## config.mk

```make
export PLATFORM = sky130hd
export DESIGN_NAME = array_linked_list_engine
export DESIGN_NICKNAME = d
export VERILOG_FILES = /design/src/hw/rtl/all_pkg.sv /design/src/hw/rtl/array_linked_list_engine.sv /design/src/hw/rtl/all_datapath.sv /design/src/hw/rtl/all_controller.sv
export SDC_FILE = /design/constraint.sdc
export NUM_CORES = 2
export LEC_CHECK = 0
export BUFFER_PORTS_ARGS = -buffer_cell sky130_fd_sc_hd__buf_2
export CAP_MARGIN = 20
export CELL_PAD_IN_SITES_DETAIL_PLACEMENT = 1
export CELL_PAD_IN_SITES_GLOBAL_PLACEMENT = 1
export CORE_MARGIN = 1
export CORE_UTILIZATION = 53
export CTS_CLUSTER_SIZE = 30
export DETAILED_ROUTE_END_ITERATION = 10
export PLACE_DENSITY_LB_ADDON = 0.1
export REMOVE_ABC_BUFFERS = 1
export SLEW_MARGIN = 25
export SYNTH_ARGS = -nofsm -noshare
export SYNTH_HDL_FRONTEND = slang
export SYNTH_SLANG_ARGS = --single-unit
```

## constraint.sdc

```tcl
create_clock -name i_clk -period 6.7 [get_ports i_clk]
set_input_delay 0.335 -clock i_clk [delete_from_list [all_inputs] [get_ports i_clk]]
set_output_delay 0.335 -clock i_clk [all_outputs]
set_load 0.005 [all_outputs]
```

## src/hw/rtl/all_pkg.sv

```systemverilog
package all_pkg;

    localparam int NODES      = 64;
    localparam int DATA_WIDTH = 16;
    localparam int AW         = $clog2(NODES);
    localparam int LW         = $clog2(NODES + 1);
    localparam logic [LW-1:0] NIL = LW'(NODES);

    localparam logic [3:0] M_INS_HEAD   = 4'd0;
    localparam logic [3:0] M_INS_TAIL   = 4'd1;
    localparam logic [3:0] M_REMOVE     = 4'd2;
    localparam logic [3:0] M_INS_AFTER  = 4'd3;
    localparam logic [3:0] M_INS_BEFORE = 4'd4;
    localparam logic [3:0] M_RM_HEAD    = 4'd5;
    localparam logic [3:0] M_RM_TAIL    = 4'd6;
    localparam logic [3:0] M_RM_AFTER   = 4'd7;
    localparam logic [3:0] M_RM_BEFORE  = 4'd8;
    localparam logic [3:0] M_DUMP       = 4'd9;

    localparam logic [2:0] ST_OK       = 3'd0;
    localparam logic [2:0] ST_NOTFOUND = 3'd1;
    localparam logic [2:0] ST_FULL     = 3'd2;
    localparam logic [2:0] ST_EMPTY    = 3'd3;
    localparam logic [2:0] ST_DUMP     = 3'd4;

    typedef enum logic [3:0] {
        CMD_NOP,
        CMD_LOAD,
        CMD_RDCUR,
        CMD_WALK,
        CMD_DWALK,
        CMD_MARK,
        CMD_RD_FREE,
        CMD_ALLOC,
        CMD_LINK_X,
        CMD_UNLINK,
        CMD_RD_NEXT,
        CMD_SPLICE,
        CMD_GIVE
    } t_cmd;

    typedef struct packed {
        logic [3:0] mode;
        logic       empty;
        logic       free_empty;
        logic       match;
        logic       at_end;
        logic       prev_nil;
        logic       next_nil;
    } t_sts;

endpackage

```

## src/hw/rtl/array_linked_list_engine.sv

```systemverilog
// channel   | handshake        | beat
// ----------+------------------+----------------------------------
// command   | start, busy      | i_mode, i_key, i_value
// result    | o_strobe         | o_status, o_data, o_last
//
// a command is taken when start is high and busy is low
// an op is paced by the list walk, which visits one node at a time
// through the single read port of the node store
// a dump gives one result beat per node, one per cycle
// synchronous active-low reset; no clearing pass, link entries default until written
// result beats last one cycle each and cannot be held off
module array_linked_list_engine (
    input  logic                           i_clk,
    input  logic                           i_rst_n,
    input  logic                           start,
    output logic                           busy,
    input  logic [3:0]                     i_mode,
    input  logic [all_pkg::DATA_WIDTH-1:0] i_key,
    input  logic [all_pkg::DATA_WIDTH-1:0] i_value,
    output logic                           o_strobe,
    output logic [2:0]                     o_status,
    output logic [all_pkg::DATA_WIDTH-1:0] o_data,
    output logic                           o_last
);
    import all_pkg::*;

    t_cmd cmd;
    t_sts sts;

    all_controller u_ctrl (
        .i_clk    (i_clk),
        .i_rst_n  (i_rst_n),
        .i_start  (start),
        .i_sts    (sts),
        .o_cmd    (cmd),
        .o_busy   (busy),
        .o_strobe (o_strobe),
        .o_status (o_status),
        .o_last   (o_last)
    );

    all_datapath u_dp (
        .i_clk   (i_clk),
        .i_rst_n (i_rst_n),
        .i_cmd   (cmd),
        .i_mode  (i_mode),
        .i_key   (i_key),
        .i_value (i_value),
        .o_sts   (sts),
        .o_data  (o_data)
    );

    a_single_last: assert property (@(posedge i_clk) disable iff (!i_rst_n)
        o_strobe && o_status != ST_DUMP |-> o_last)
        else $error("non-dump beat without last");

    a_data_zero: assert property (@(posedge i_clk) disable iff (!i_rst_n)
        o_strobe && o_status != ST_DUMP |-> o_data == '0)
        else $error("non-dump beat with data");

    a_last_idle: assert property (@(posedge i_clk) disable iff (!i_rst_n)
        o_strobe && o_last |-> !busy)
        else $error("busy after final beat");

    a_start_busy: assert property (@(posedge i_clk) disable iff (!i_rst_n)
        start && !busy |=> busy)
        else $error("command taken without going busy");

endmodule

```

## src/hw/rtl/all_datapath.sv

```systemverilog
module all_datapath (
    input  logic                           i_clk,
    input  logic                           i_rst_n,
    input  all_pkg::t_cmd                  i_cmd,
    input  logic [3:0]                     i_mode,
    input  logic [all_pkg::DATA_WIDTH-1:0] i_key,
    input  logic [all_pkg::DATA_WIDTH-1:0] i_value,
    output all_pkg::t_sts                  o_sts,
    output logic [all_pkg::DATA_WIDTH-1:0] o_data
);
    import all_pkg::*;

    logic [LW-1:0]         r_link_mem [NODES];
    logic [DATA_WIDTH-1:0] r_val_mem  [NODES];
    logic [NODES-1:0]      r_lv;

    logic [LW-1:0]         r_used, r_free, r_cur, r_prev, r_pprev, r_cnext, r_x;
    logic [3:0]            r_mode;
    logic [DATA_WIDTH-1:0] r_key, r_val, r_data;
    logic [LW-1:0]         r_rd_raw;
    logic [DATA_WIDTH-1:0] r_rd_val;
    logic [AW-1:0]         r_rd_addr;
    logic                  r_rd_vld;

    logic [LW-1:0]         rd_link;
    logic [AW-1:0]         ra;
    logic                  lk_we, vl_we;
    logic [AW-1:0]         lk_wa;
    logic [LW-1:0]         lk_wd;
    logic [LW-1:0]         sel_tgt, sel_dat, give_n, alloc_lk;
    logic [DATA_WIDTH-1:0] target;

    assign rd_link = r_rd_vld ? r_rd_raw : LW'(r_rd_addr) + LW'(1);
    assign target  = (r_mode == M_REMOVE) ? r_val : r_key;

    assign o_sts.mode       = r_mode;
    assign o_sts.empty      = (r_used == NIL);
    assign o_sts.free_empty = (r_free == NIL);
    assign o_sts.match      = (r_rd_val == target);
    assign o_sts.at_end     = (rd_link == NIL);
    assign o_sts.prev_nil   = (r_prev == NIL);
    assign o_sts.next_nil   = (r_cnext == NIL);
    assign o_data           = r_data;

    always_comb begin
        sel_tgt = r_cur;
        sel_dat = r_x;
        if (i_cmd == CMD_UNLINK) begin
            if (r_mode == M_RM_BEFORE) begin
                sel_tgt = r_pprev;
                sel_dat = r_cur;
            end else begin
                sel_tgt = r_prev;
                sel_dat = r_cnext;
            end
        end else if (r_mode == M_INS_BEFORE) begin
            sel_tgt = r_prev;
        end
        if (r_mode == M_RM_AFTER) begin
            give_n = r_cnext;
        end else if (r_mode == M_RM_BEFORE) begin
            give_n = r_prev;
        end else begin
            give_n = r_cur;
        end
        case (r_mode)
            M_INS_HEAD:   alloc_lk = r_used;
            M_INS_AFTER:  alloc_lk = r_cnext;
            M_INS_BEFORE: alloc_lk = r_cur;
            default:      alloc_lk = NIL;
        endcase
    end

    always_comb begin
        lk_we = 1'b0;
        vl_we = 1'b0;
        lk_wa = r_cur[AW-1:0];
        lk_wd = r_x;
        ra    = r_cur[AW-1:0];
        unique case (i_cmd)
            CMD_WALK, CMD_DWALK: ra = rd_link[AW-1:0];
            CMD_RD_FREE:         ra = r_free[AW-1:0];
            CMD_RD_NEXT:         ra = r_cnext[AW-1:0];
            CMD_ALLOC: begin
                lk_we = 1'b1;
                vl_we = 1'b1;
                lk_wa = r_free[AW-1:0];
                lk_wd = alloc_lk;
            end
            CMD_LINK_X, CMD_UNLINK: begin
                lk_we = (sel_tgt != NIL);
                lk_wa = sel_tgt[AW-1:0];
                lk_wd = sel_dat;
            end
            CMD_SPLICE: begin
                lk_we = 1'b1;
                lk_wd = rd_link;
            end
            CMD_GIVE: begin
                lk_we = 1'b1;
                lk_wa = give_n[AW-1:0];
                lk_wd = r_free;
            end
            default: ;
        endcase
    end

    always_ff @(posedge i_clk) begin
        if (lk_we) r_link_mem[lk_wa] <= lk_wd;
        if (vl_we) r_val_mem[lk_wa] <= r_val;
        r_rd_raw  <= r_link_mem[ra];
        r_rd_val  <= r_val_mem[ra];
        r_rd_vld  <= r_lv[ra];
        r_rd_addr <= ra;
    end

    always_ff @(posedge i_clk) begin
        if (!i_rst_n) begin
            r_lv   <= '0;
            r_used <= NIL;
            r_free <= '0;
        end else begin
            if (lk_we) r_lv[lk_wa] <= 1'b1;
            unique case (i_cmd)
                CMD_ALLOC: begin
                    r_free <= rd_link;
                    if (r_mode == M_INS_HEAD || (r_mode == M_INS_TAIL && r_used == NIL)) begin
                        r_used <= r_free;
                    end
                end
                CMD_LINK_X, CMD_UNLINK: if (sel_tgt == NIL) r_used <= sel_dat;
                CMD_GIVE: r_free <= give_n;
                default: ;
            endcase
        end
    end

    always_ff @(posedge i_clk) begin
        r_data <= (i_cmd == CMD_DWALK) ? r_rd_val : '0;
        unique case (i_cmd)
            CMD_LOAD: begin
                r_mode  <= i_mode;
                r_key   <= i_key;
                r_val   <= i_value;
                r_cur   <= r_used;
                r_prev  <= NIL;
                r_pprev <= NIL;
            end
            CMD_WALK, CMD_DWALK: begin
                r_pprev <= r_prev;
                r_prev  <= r_cur;
                r_cur   <= rd_link;
            end
            CMD_MARK:  r_cnext <= rd_link;
            CMD_ALLOC: r_x <= r_free;
            default: ;
        endcase
    end

endmodule

```

## src/hw/rtl/all_controller.sv

```systemverilog
module all_controller (
    input  logic          i_clk,
    input  logic          i_rst_n,
    input  logic          i_start,
    input  all_pkg::t_sts i_sts,
    output all_pkg::t_cmd o_cmd,
    output logic          o_busy,
    output logic          o_strobe,
    output logic [2:0]    o_status,
    output logic          o_last
);
    import all_pkg::*;

    typedef enum logic [2:0] {
        S_IDLE, S_DECIDE, S_WALK, S_FOUND, S_ALLOC, S_LINK, S_SPLICE, S_GIVE
    } t_state;

    t_state     r_state, n_state;
    logic       r_strobe, n_strobe, r_last, n_last, r_solo, n_solo;
    logic [2:0] r_status, n_status;
    t_cmd       cmd;

    assign o_cmd    = cmd;
    assign o_busy   = (r_state != S_IDLE);
    assign o_strobe = r_strobe;
    assign o_status = r_status;
    assign o_last   = r_last;

    always_comb begin
        n_state  = r_state;
        n_strobe = 1'b0;
        n_status = ST_OK;
        n_last   = 1'b1;
        n_solo   = r_solo;
        cmd      = CMD_NOP;
        unique case (r_state)
            S_IDLE: if (i_start) begin
                cmd     = CMD_LOAD;
                n_solo  = 1'b0;
                n_state = S_DECIDE;
            end
            S_DECIDE: begin
                case (i_sts.mode) inside
                    M_INS_HEAD: begin
                        if (i_sts.free_empty) begin
                            n_strobe = 1'b1;
                            n_status = ST_FULL;
                            n_state  = S_IDLE;
                        end else begin
                            cmd     = CMD_RD_FREE;
                            n_state = S_ALLOC;
                        end
                    end
                    M_INS_TAIL: begin
                        if (i_sts.free_empty) begin
                            n_strobe = 1'b1;
                            n_status = ST_FULL;
                            n_state  = S_IDLE;
                        end else if (i_sts.empty) begin
                            cmd     = CMD_RD_FREE;
                            n_solo  = 1'b1;
                            n_state = S_ALLOC;
                        end else begin
                            cmd     = CMD_RDCUR;
                            n_state = S_WALK;
                        end
                    end
                    [M_REMOVE:M_DUMP]: begin
                        if (i_sts.empty) begin
                            n_strobe = 1'b1;
                            n_status = ST_EMPTY;
                            n_state  = S_IDLE;
                        end else begin
                            cmd     = CMD_RDCUR;
                            n_state = S_WALK;
                        end
                    end
                    default: begin
                        n_strobe = 1'b1;
                        n_state  = S_IDLE;
                    end
                endcase
            end
            S_WALK: begin
                case (i_sts.mode) inside
                    M_DUMP: begin
                        cmd      = CMD_DWALK;
                        n_strobe = 1'b1;
                        n_status = ST_DUMP;
                        n_last   = i_sts.at_end;
                        if (i_sts.at_end) n_state = S_IDLE;
                    end
                    M_RM_HEAD: begin
                        cmd     = CMD_MARK;
                        n_state = S_FOUND;
                    end
                    M_INS_TAIL, M_RM_TAIL: begin
                        if (i_sts.at_end) begin
                            cmd     = CMD_MARK;
                            n_state = S_FOUND;
                        end else begin
                            cmd = CMD_WALK;
                        end
                    end
                    default: begin
                        if (i_sts.match) begin
                            cmd     = CMD_MARK;
                            n_state = S_FOUND;
                        end else if (i_sts.at_end) begin
                            n_strobe = 1'b1;
                            n_status = ST_NOTFOUND;
                            n_state  = S_IDLE;
                        end else begin
                            cmd = CMD_WALK;
                        end
                    end
                endcase
            end
            S_FOUND: begin
                case (i_sts.mode) inside
                    M_INS_TAIL, M_INS_AFTER, M_INS_BEFORE: begin
                        if (i_sts.free_empty) begin
                            n_strobe = 1'b1;
                            n_status = ST_FULL;
                            n_state  = S_IDLE;
                        end else begin
                            cmd     = CMD_RD_FREE;
                            n_state = S_ALLOC;
                        end
                    end
                    M_RM_AFTER: begin
                        if (i_sts.next_nil) begin
                            n_strobe = 1'b1;
                            n_status = ST_NOTFOUND;
                            n_state  = S_IDLE;
                        end else begin
                            cmd     = CMD_RD_NEXT;
                            n_state = S_SPLICE;
                        end
                    end
                    M_RM_BEFORE: begin
                        if (i_sts.prev_nil) begin
                            n_strobe = 1'b1;
                            n_status = ST_NOTFOUND;
                            n_state  = S_IDLE;
                        end else begin
                            cmd     = CMD_UNLINK;
                            n_state = S_GIVE;
                        end
                    end
                    default: begin
                        cmd     = CMD_UNLINK;
                        n_state = S_GIVE;
                    end
                endcase
            end
            S_SPLICE: begin
                cmd     = CMD_SPLICE;
                n_state = S_GIVE;
            end
            S_GIVE: begin
                cmd      = CMD_GIVE;
                n_strobe = 1'b1;
                n_state  = S_IDLE;
            end
            S_ALLOC: begin
                cmd = CMD_ALLOC;
                if (i_sts.mode == M_INS_HEAD || r_solo) begin
                    n_strobe = 1'b1;
                    n_state  = S_IDLE;
                end else begin
                    n_state = S_LINK;
                end
            end
            S_LINK: begin
                cmd      = CMD_LINK_X;
                n_strobe = 1'b1;
                n_state  = S_IDLE;
            end
            default: n_state = S_IDLE;
        endcase
    end

    always_ff @(posedge i_clk) begin
        if (!i_rst_n) begin
            r_state  <= S_IDLE;
            r_strobe <= 1'b0;
            r_status <= ST_OK;
            r_last   <= 1'b0;
            r_solo   <= 1'b0;
        end else begin
            r_state  <= n_state;
            r_strobe <= n_strobe;
            r_status <= n_status;
            r_last   <= n_last;
            r_solo   <= n_solo;
        end
    end

endmodule

```

### After elaboration in Yosys (flattened, before gate mapping)

Memories as Yosys holds them, arrays and structs flattened. A register that Yosys moved wholly into a read port is not among the register bits.
Index checks and enable logic that the tools add are counted.
W data, S select, Z words.

| word-level totals | value |
|---|---|
| logic and storage cells | 204 |
| output and inout bits | 22 |
| bits of input ports | 39 |
| register bits after elaboration | 181 |
| memories | 2 |
| RAM bits | 1472 |

Memory list:

| name | depth | bits a word | rd ports | clocked after Yosys merged registers in | write ports | line | RTL |
|---|---|---|---|---|---|---|---|
| u_dp.r_val_mem | 64 | 16 | 1 | 1 | 1 | all_datapath.sv:14 | `logic [DATA_WIDTH-1:0] r_val_mem [NODES];` |
| u_dp.r_link_mem | 64 | 7 | 1 | 1 | 1 | all_datapath.sv:13 | `logic [LW-1:0] r_link_mem [NODES];` |

| cells by class | value |
|---|---|
| reductions and logical operators | 21 |
| bitwise gates (word level) | 1 |
| multiplexer cells | 112 |
| equality and inequality tests | 43 |
| add/sub/neg operators | 1 |
| $lt $le $gt $ge | 5 |

Operators by type and width:

| cell | count |
|---|---|
| $mux W3 | 30 |
| $mux W7 | 10 |
| $pmux W7 S2 | 5 |
| $or A64 B64 Y64 | 1 |
| $mux W4 | 11 |
| $eq A7 B7 Y1 const B | 6 |
| $pmux W6 S3 | 2 |
| $mux W1 | 34 |
| $eq A4 B3 Y1 const B | 8 |
| $pmux W4 S8 | 1 |
| $eq A4 B4 Y1 const B | 7 |
| $pmux W7 S4 | 1 |
| $pmux W3 S7 | 1 |
| $pmux W7 S3 | 1 |
| $mux W2 | 9 |
| $eq A16 B16 Y1 | 1 |
| $mux W16 | 1 |
| $lt A6 B7 Y1 const B | 2 |
| $eq A3 B3 Y1 const B | 4 |
| $eq A4 B2 Y1 const B | 3 |
| $pmux W3 S3 | 1 |
| $eq A4 B1 Y1 const B | 2 |
| $ne A2 B2 Y1 const B | 4 |
| $reduce_bool A2 Y1 | 4 |
| other kinds (23) | 34 |

### Longest topological paths before layout

| depth | value |
|---|---|
| word-level depth | 17 |
| mapped depth | 20 |

### Cells and area by module

A second synthesis with hierarchy kept.

| second synthesis, totals | value |
|---|---|
| cells, all modules | 4383 |
| area total of the unflattened synthesis | 67161.9 um^2 |

Modules (own cells, without submodules):

| module | seq. area each (um^2) | area each (um^2) | instances | cells each |
|---|---|---|---|---|
| all_datapath | 48816.8 | 66124.7 | 1 | 4237 |
| all_controller | 180.2 | 1037.2 | 1 | 146 |

### Worst setup path before layout

Ideal clock, no wire load.

| path | value |
|---|---|
| path kind | reg2reg |
| start point | register u_dp.r_val[14] |
| end point | memory u_dp.r_link_mem[0][5] in the netlist's numbering, data pin |
| slack | 1224 ps |
| stages on the path, launching flop included | 11 |
| path buffers | 3 |
| library setup time | 549 ps |
| data arrival time | 4927 ps |
| cell sequence | edfxtp_1 > nor2b_1 > nor4b_1 > mux4_2 > nand3_2 > o41ai_2 > buf_2 > nand3_1 > clkbuf_1 > clkbuf_1 > a21oi_1 |

| on the way | value |
|---|---|
| word-level cells in the longest chain between the ends | 10 |

RTL lines:

| element | line | RTL |
|---|---|---|
| start, declared | all_datapath.sv:19 | `logic [DATA_WIDTH-1:0] r_key, r_val, r_data;` |
| start signal, assigned | all_datapath.sv:144 | `r_val <= i_value;` |
| $mux W16 * | all_datapath.sv:34 | `assign target = (r_mode == M_REMOVE) ? r_val : r_key;` |
| $eq A16 B16 Y1 * | all_datapath.sv:39 | `assign o_sts.match = (r_rd_val == target);` |
| $mux W4 * | all_controller.sv:106 | `if (i_sts.match) begin` |
| $mux W4 * (3 in series) | all_controller.sv:85 | `case (i_sts.mode) inside` |
| $pmux W4 S8 * | all_controller.sv:36 | `unique case (r_state)` |
| $eq A4 B4 Y1 (on tied branches) | all_datapath.sv:48, all_datapath.sv:80 |  |
| $mux W7 or $reduce_or A2 Y1 (tied branches) | all_datapath.sv:48, all_datapath.sv:80 |  |
| $pmux W7 S4 * | all_datapath.sv:80 | `unique case (i_cmd)` |
| named net u_dp.lk_wd[5] | all_datapath.sv:29 | `logic [LW-1:0] lk_wd;` |
| end, declared | all_datapath.sv:13 |  |

Mark *: on every way through the listed nets, which the timed path passes. The rest lies on a longest branch.

### Worst setup path in the final report

| path | value |
|---|---|
| start point | register u_dp.r_rd_addr[0] |
| end point | register u_dp.r_rd_val[14], read port of u_dp.r_val_mem |

| on the way | value |
|---|---|
| word-level cells in the longest chain between the ends | 12 |

RTL lines:

| element | line | RTL |
|---|---|---|
| start, declared | all_datapath.sv:22 | `logic [AW-1:0] r_rd_addr;` |
| start signal, assigned | all_datapath.sv:114 | `r_rd_addr <= ra;` |
| $add A6 B1 Y7 * | all_datapath.sv:33 | `assign rd_link = r_rd_vld ? r_rd_raw : LW'(r_rd_addr) + LW'(1);` |
| $mux W7 * | all_datapath.sv:33 |  |
| $eq A7 B7 Y1 | all_datapath.sv:40 | `assign o_sts.at_end = (rd_link == NIL);` |
| $mux W2 | all_controller.sv:109 | `end else if (i_sts.at_end) begin` |
| $mux W4 | all_controller.sv:106 |  |
| $mux W4 (3 in series) | all_controller.sv:85 |  |
| $pmux W4 S8 | all_controller.sv:36 |  |
| $eq A4 B2 Y1 or $eq A4 B3 Y1 (tied branches) | all_datapath.sv:80 |  |
| $reduce_or A2 Y1 | all_datapath.sv:80 |  |
| $pmux W6 S3 * | all_datapath.sv:80 |  |
| named net u_dp.ra[4] | all_datapath.sv:26 | `logic [AW-1:0] ra;` |
| end, declared | all_datapath.sv:21 | `logic [DATA_WIDTH-1:0] r_rd_val;` |

Marked as above.
A chain may end at the register's enable or synchronous reset.

==> impl_metrics.prom <==
# TYPE chip_impl_metric gauge
chip_impl_metric{name="min_period",unit="ns"} 6.53
chip_impl_metric{name="drt_pass1_iterations",unit=""} 6
chip_impl_metric{name="initial_antenna_violation_count",unit=""} 5
chip_impl_metric{name="synth_edf_count",unit=""} 1543
chip_impl_metric{name="clkSlewWorstSetupHoldPaths",unit="ns"} 0.06
chip_impl_metric{name="post_placement_cell_area",unit="um^2"} 71100
chip_impl_metric{name="grt_max_degree",unit=""} 110
chip_impl_metric{name="initial_utilization",unit="%"} 53.5
chip_impl_metric{name="hold_depth",unit=""} 3
chip_impl_metric{name="yosys_warnings",unit=""} 0
chip_impl_metric{name="max-slew-margin-rel",unit="%"} 24.6
chip_impl_metric{name="syn_to_final_growth",unit="%"} 14.3
chip_impl_info{name="setup.worst_path.class",value="reg -> reg"} 1
chip_impl_metric{name="slew_viol_final",unit=""} 0
chip_impl_metric{name="dp_slack",unit="ns"} 0.0280
chip_impl_metric{name="max_freq",unit="MHz"} 153
chip_impl_metric{name="required",unit="ns"} 7.30
chip_impl_metric{name="worst_path_largest_cell_delay",unit="ns"} 0.76
chip_impl_metric{name="final_net_count",unit=""} 5220
chip_impl_metric{name="die_x",unit="um"} 358
chip_impl_metric{name="number_of_global_route_vias_before_repair",unit=""} 45500
chip_impl_metric{name="cts.htree.levels",unit=""} 4
chip_impl_metric{name="design.die.area",unit="um^2"} 128000
chip_impl_info{name="crit_slowest_cell",value="sky130_fd_sc_hd__a311oi_1"} 1
chip_impl_metric{name="clock_path_buffers",unit=""} 3
chip_impl_metric{name="final_count_of_negative_setup_slack_endpoints",unit=""} 0
chip_impl_metric{name="cp_num_cells",unit=""} 15
chip_impl_info{name="outcome",value="finished clean"} 1
chip_impl_metric{name="routed_wl",unit="mm"} 211
chip_impl_metric{name="cells_after_synth",unit=""} 4923
chip_impl_metric{name="initialDrtViolationCount",unit=""} 5784
chip_impl_metric{name="drt-wirelength-per-cell",unit="um"} 30.3
chip_impl_metric{name="post_synth.cell_area_avg",unit="um^2"} 13.7
chip_impl_metric{name="die_y",unit="um"} 358
chip_impl_metric{name="internal_power_summed_over_all_cells",unit="mW"} 18.0
chip_impl_metric{name="std_cell_rows",unit=""} 130
chip_impl_metric{name="power.share.combinational",unit="%"} 14.9
chip_impl_metric{name="worstMarginPinSlew",unit="ns"} 1.12
chip_impl_metric{name="post-route-util",unit="%"} 61.1
chip_impl_info{name="cp_top_family",value="simple AND/OR/NAND/NOR gates"} 1
chip_impl_info{name="dominantRegCellSynth",value="sky130_fd_sc_hd__edfxtp_1"} 1
chip_impl_info{name="rsz0062_at_grt",value="no"} 1
chip_impl_metric{name="critical_path.max_fanout",unit=""} 12
chip_impl_info{name="top_post_synthesis_cells_by_area",value="sky130_fd_sc_hd__edfxtp_1, sky130_fd_sc_hd__nand2_1, sky130_fd_sc_hd__mux2i_1, sky130_fd_sc_hd__dfxtp_1, sky130_fd_sc_hd__nor2_1"} 1
chip_impl_metric{name="power.share.switching",unit="%"} 27.5
chip_impl_metric{name="p_per_area",unit="nW/um^2"} 324
chip_impl_metric{name="post_synth_num_cell_types",unit=""} 90
chip_impl_metric{name="floorplan.io_pins",unit=""} 61
chip_impl_metric{name="gp_congestion",unit=""} 0.931
chip_impl_metric{name="timing.critical_path.arrival",unit="ns"} 7.13
chip_impl_metric{name="grt_util_all_layers",unit="%"} 32.8
chip_impl_metric{name="cts_num_sinks",unit=""} 1676
chip_impl_metric{name="p_total",unit="mW"} 24.9
chip_impl_metric{name="drt.antenna.violating_nets",unit=""} 0
chip_impl_metric{name="vdd_ir_drop_max",unit="uV"} 261
chip_impl_metric{name="core",unit="um^2"} 126000
chip_impl_metric{name="pwr-share-clk",unit="%"} 37.3
chip_impl_metric{name="ys_seq_elements",unit=""} 1676
chip_impl_metric{name="share_seq_of_total_power",unit="%"} 47.8
chip_impl_metric{name="power.switching",unit="mW"} 6.85
chip_impl_info{name="cts_root_buf",value="sky130_fd_sc_hd__clkbuf_16"} 1
chip_impl_info{name="clock_tree_from_tritoncts",value="done"} 1
chip_impl_metric{name="leakage",unit="nW"} 26.5
chip_impl_metric{name="cp_num_buf_inv",unit=""} 2
chip_impl_metric{name="numCtsBuffers",unit=""} 170
chip_impl_metric{name="nFillCells",unit=""} 11900
chip_impl_metric{name="synth.cell_area",unit="um^2"} 67300
chip_impl_metric{name="r2r.worst_path.cells",unit=""} 15
chip_impl_metric{name="max_cap_viol_count",unit=""} 0
chip_impl_metric{name="finish.cell_count_without_fillers",unit=""} 6969
chip_impl_metric{name="post-route-drc-count",unit=""} 0
chip_impl_metric{name="clock-skew-final",unit="ns"} 0.0281
chip_impl_metric{name="total_vias_in_the_final_route",unit=""} 44700
chip_impl_info{name="endpoint_kind",value="flip-flop"} 1
chip_impl_metric{name="register_area",unit="um^2"} 49000
chip_impl_metric{name="placedCellCount",unit=""} 6621
chip_impl_metric{name="multi_input_comb_area",unit="um^2"} 17000
chip_impl_metric{name="ys_seq_area_share",unit="%"} 72.8
chip_impl_metric{name="post_route_cells_drive_above_1_share",unit="%"} 12.5
chip_impl_metric{name="place_hpwl",unit="mm"} 128
chip_impl_metric{name="final_design_area_no_fill",unit="um^2"} 76900
chip_impl_info{name="cp_cell_sequence",value="ha_1 > or3b_2 > o32a_1 > a2111oi_2 > a211oi_1 > o41ai_2 > buf_4 > and4_1 > a21oi_2 > o221a_2 > nor2_1 > nand3b_1 > buf_4 > a311oi_1 > nor4_1"} 1
chip_impl_metric{name="final_min_period_over_clock_period",unit="%"} 97.5
chip_impl_info{name="critPathMostFrequentCell",value="sky130_fd_sc_hd__buf_4"} 1
chip_impl_metric{name="post-synth-top-area-fraction",unit="%"} 68.9
chip_impl_metric{name="port_buffers",unit=""} 60
chip_impl_metric{name="detail_route.vias_per_cell",unit=""} 6.41
chip_impl_info{name="critPathLaunchType",value="flip-flop"} 1
chip_impl_metric{name="first_pass_grt_wire_length",unit="mm"} 307
chip_impl_metric{name="worstSkewPairLatency",unit="ns"} 0.81
chip_impl_info{name="synth_top_cell_by_area",value="sky130_fd_sc_hd__edfxtp_1"} 1
chip_impl_metric{name="final.setup.worst_slack",unit="ns"} 0.170
chip_impl_info{name="holdCritPathClass",value="in -> reg"} 1
chip_impl_metric{name="globalRoute.totalOverflow",unit=""} 0
chip_impl_metric{name="async_reset_ff_share",unit="%"} 0
chip_impl_metric{name="timing_hold_violations_final",unit=""} 0
[area by class of cell]
cell class / instances / share of cell area (%)
clock buffers: 233 / 6.17
flip-flops and latches: 1676 / 63.7
inverters: 30 / 0.171
well taps: 1650 / 2.69
clock inverters: 75 / 0.794
diodes: 3 / 0.00977
multi-input cells: 2906 / 22.1
repair buffers: 396 / 4.33
[flip-flops by register name, indices dropped and copies added (netlist names), 16 cells and up]
| signal | count |
|---|---|
| u_dp.o_data | 16 |
| u_dp.r_rd_val | 16 |
| u_dp.r_lv | 64 |
| u_dp.r_key | 16 |
| u_dp.r_val | 16 |
| u_dp.r_link_mem | 448 |
| u_dp.r_val_mem | 1024 |
[worst paths after layout]
check                                                from                        endpoint  slack [ns]
worst max-delay path            u_dp.r_rd_addr[0]$_DFF_P_       u_dp.r_rd_val[14]$_DFF_P_        0.17
worst min-delay path                                start  u_ctrl.r_state[0]$_SDFFE_PN0P_         0.1
worst max register to register  u_dp.r_rd_addr[0]$_DFF_P_       u_dp.r_rd_val[14]$_DFF_P_        0.17
worst min register to register  u_dp.r_lv[2]$_SDFFE_PN0P_       u_dp.r_lv[2]$_SDFFE_PN0P_        0.47
[metrics by stage]
stage	TNS, ns	hold slack [ns]
CTS	0	0.0138
global route	0	0.0548
global placement	0	0.445
floorplan	-976.83	0.424
detailed placement	0	0.453
finish	0	0.0960
[cell usage in the layout (no fill, tap or decap), drive strengths merged, types with 66 or more instances in the layout]
cell	n
nand3	156
and3	131
o21ai	129
a311oi	115
o21a	66
clkbuf	233
buf	359
nor2	309
nand2	1016
dfxtp	133
mux2i	287
a31oi	76
a21oi	129
edfxtp	1543
[metal layers]
metal | global-route usage [%] | vias to the layer above | routed length [um]
met5 | 0 | - | 0
met2 | 50.7 | 2075 | 97400
li1 | - | 19100 | -
met4 | 11.4 | 0 | 6770
met1 | 47.6 | 23200 | 90000
met3 | 5.06 | 373 | 17200
[synth_stat cells (50+ instances only)]
| cell | n |
|---|---|
| sky130_fd_sc_hd__a21oi_1 | 129 |
| sky130_fd_sc_hd__a311oi_1 | 115 |
| sky130_fd_sc_hd__a31oi_1 | 76 |
| sky130_fd_sc_hd__and3_1 | 131 |
| sky130_fd_sc_hd__buf_2 | 102 |
| sky130_fd_sc_hd__clkbuf_1 | 161 |
| sky130_fd_sc_hd__dfxtp_1 | 133 |
| sky130_fd_sc_hd__edfxtp_1 | 1543 |
| sky130_fd_sc_hd__mux2i_1 | 287 |
| sky130_fd_sc_hd__nand2_1 | 1016 |
| sky130_fd_sc_hd__nand3_1 | 155 |
| sky130_fd_sc_hd__nor2_1 | 306 |
| sky130_fd_sc_hd__nor4_1 | 50 |
| sky130_fd_sc_hd__nor4b_1 | 52 |
| sky130_fd_sc_hd__o211ai_1 | 57 |
| sky130_fd_sc_hd__o21a_1 | 66 |
| sky130_fd_sc_hd__o21ai_0 | 122 |
[logic make-up (layout without fill, tap and decap cells)]
| family | Yosys count | after routing | synth area share (%) |
|---|---|---|---|
| fa+ha+maj | 1 | 1 | 0.0186 |
| mux | 294 | 294 | 4.42 |
| buf+inv | 341 | 734 | 2.26 |
| other cells | 0 | 3 | 0 |
| simple gates | 1819 | 1819 | 12.0 |
| compound gates | 774 | 774 | 8.21 |
| flops | 1676 | 1676 | 72.8 |
| xor+xnor | 18 | 18 | 0.234 |
[power groups by stage]
stage / clock, mW / combinational [mW] / sequential, mW
final: 9.28 / 3.70 / 11.9
after global placement: 0 / 3.48 / 12.1
after global routing: 9.71 / 3.86 / 11.9
after floorplan: 0 / 2.18 / 12.1
after CTS: 9.35 / 3.63 / 11.9
after detailed placement: 0 / 3.57 / 12.1
[worst min-delay path: stages]
cell and delay, ns:
sky130_fd_sc_hd__buf_2 0.19, sky130_fd_sc_hd__o211ai_1 0.17, sky130_fd_sc_hd__a31oi_1 0.16
[timing repair]
action	in CTS	in global routing
resized for setup	1	1
hold buffers	37	0
hold endpoints to repair	39	0
buffers inserted	0	0
setup endpoints to repair	1	1
cloned	0	0
Note: power is estimated with default switching activity, not from simulation.
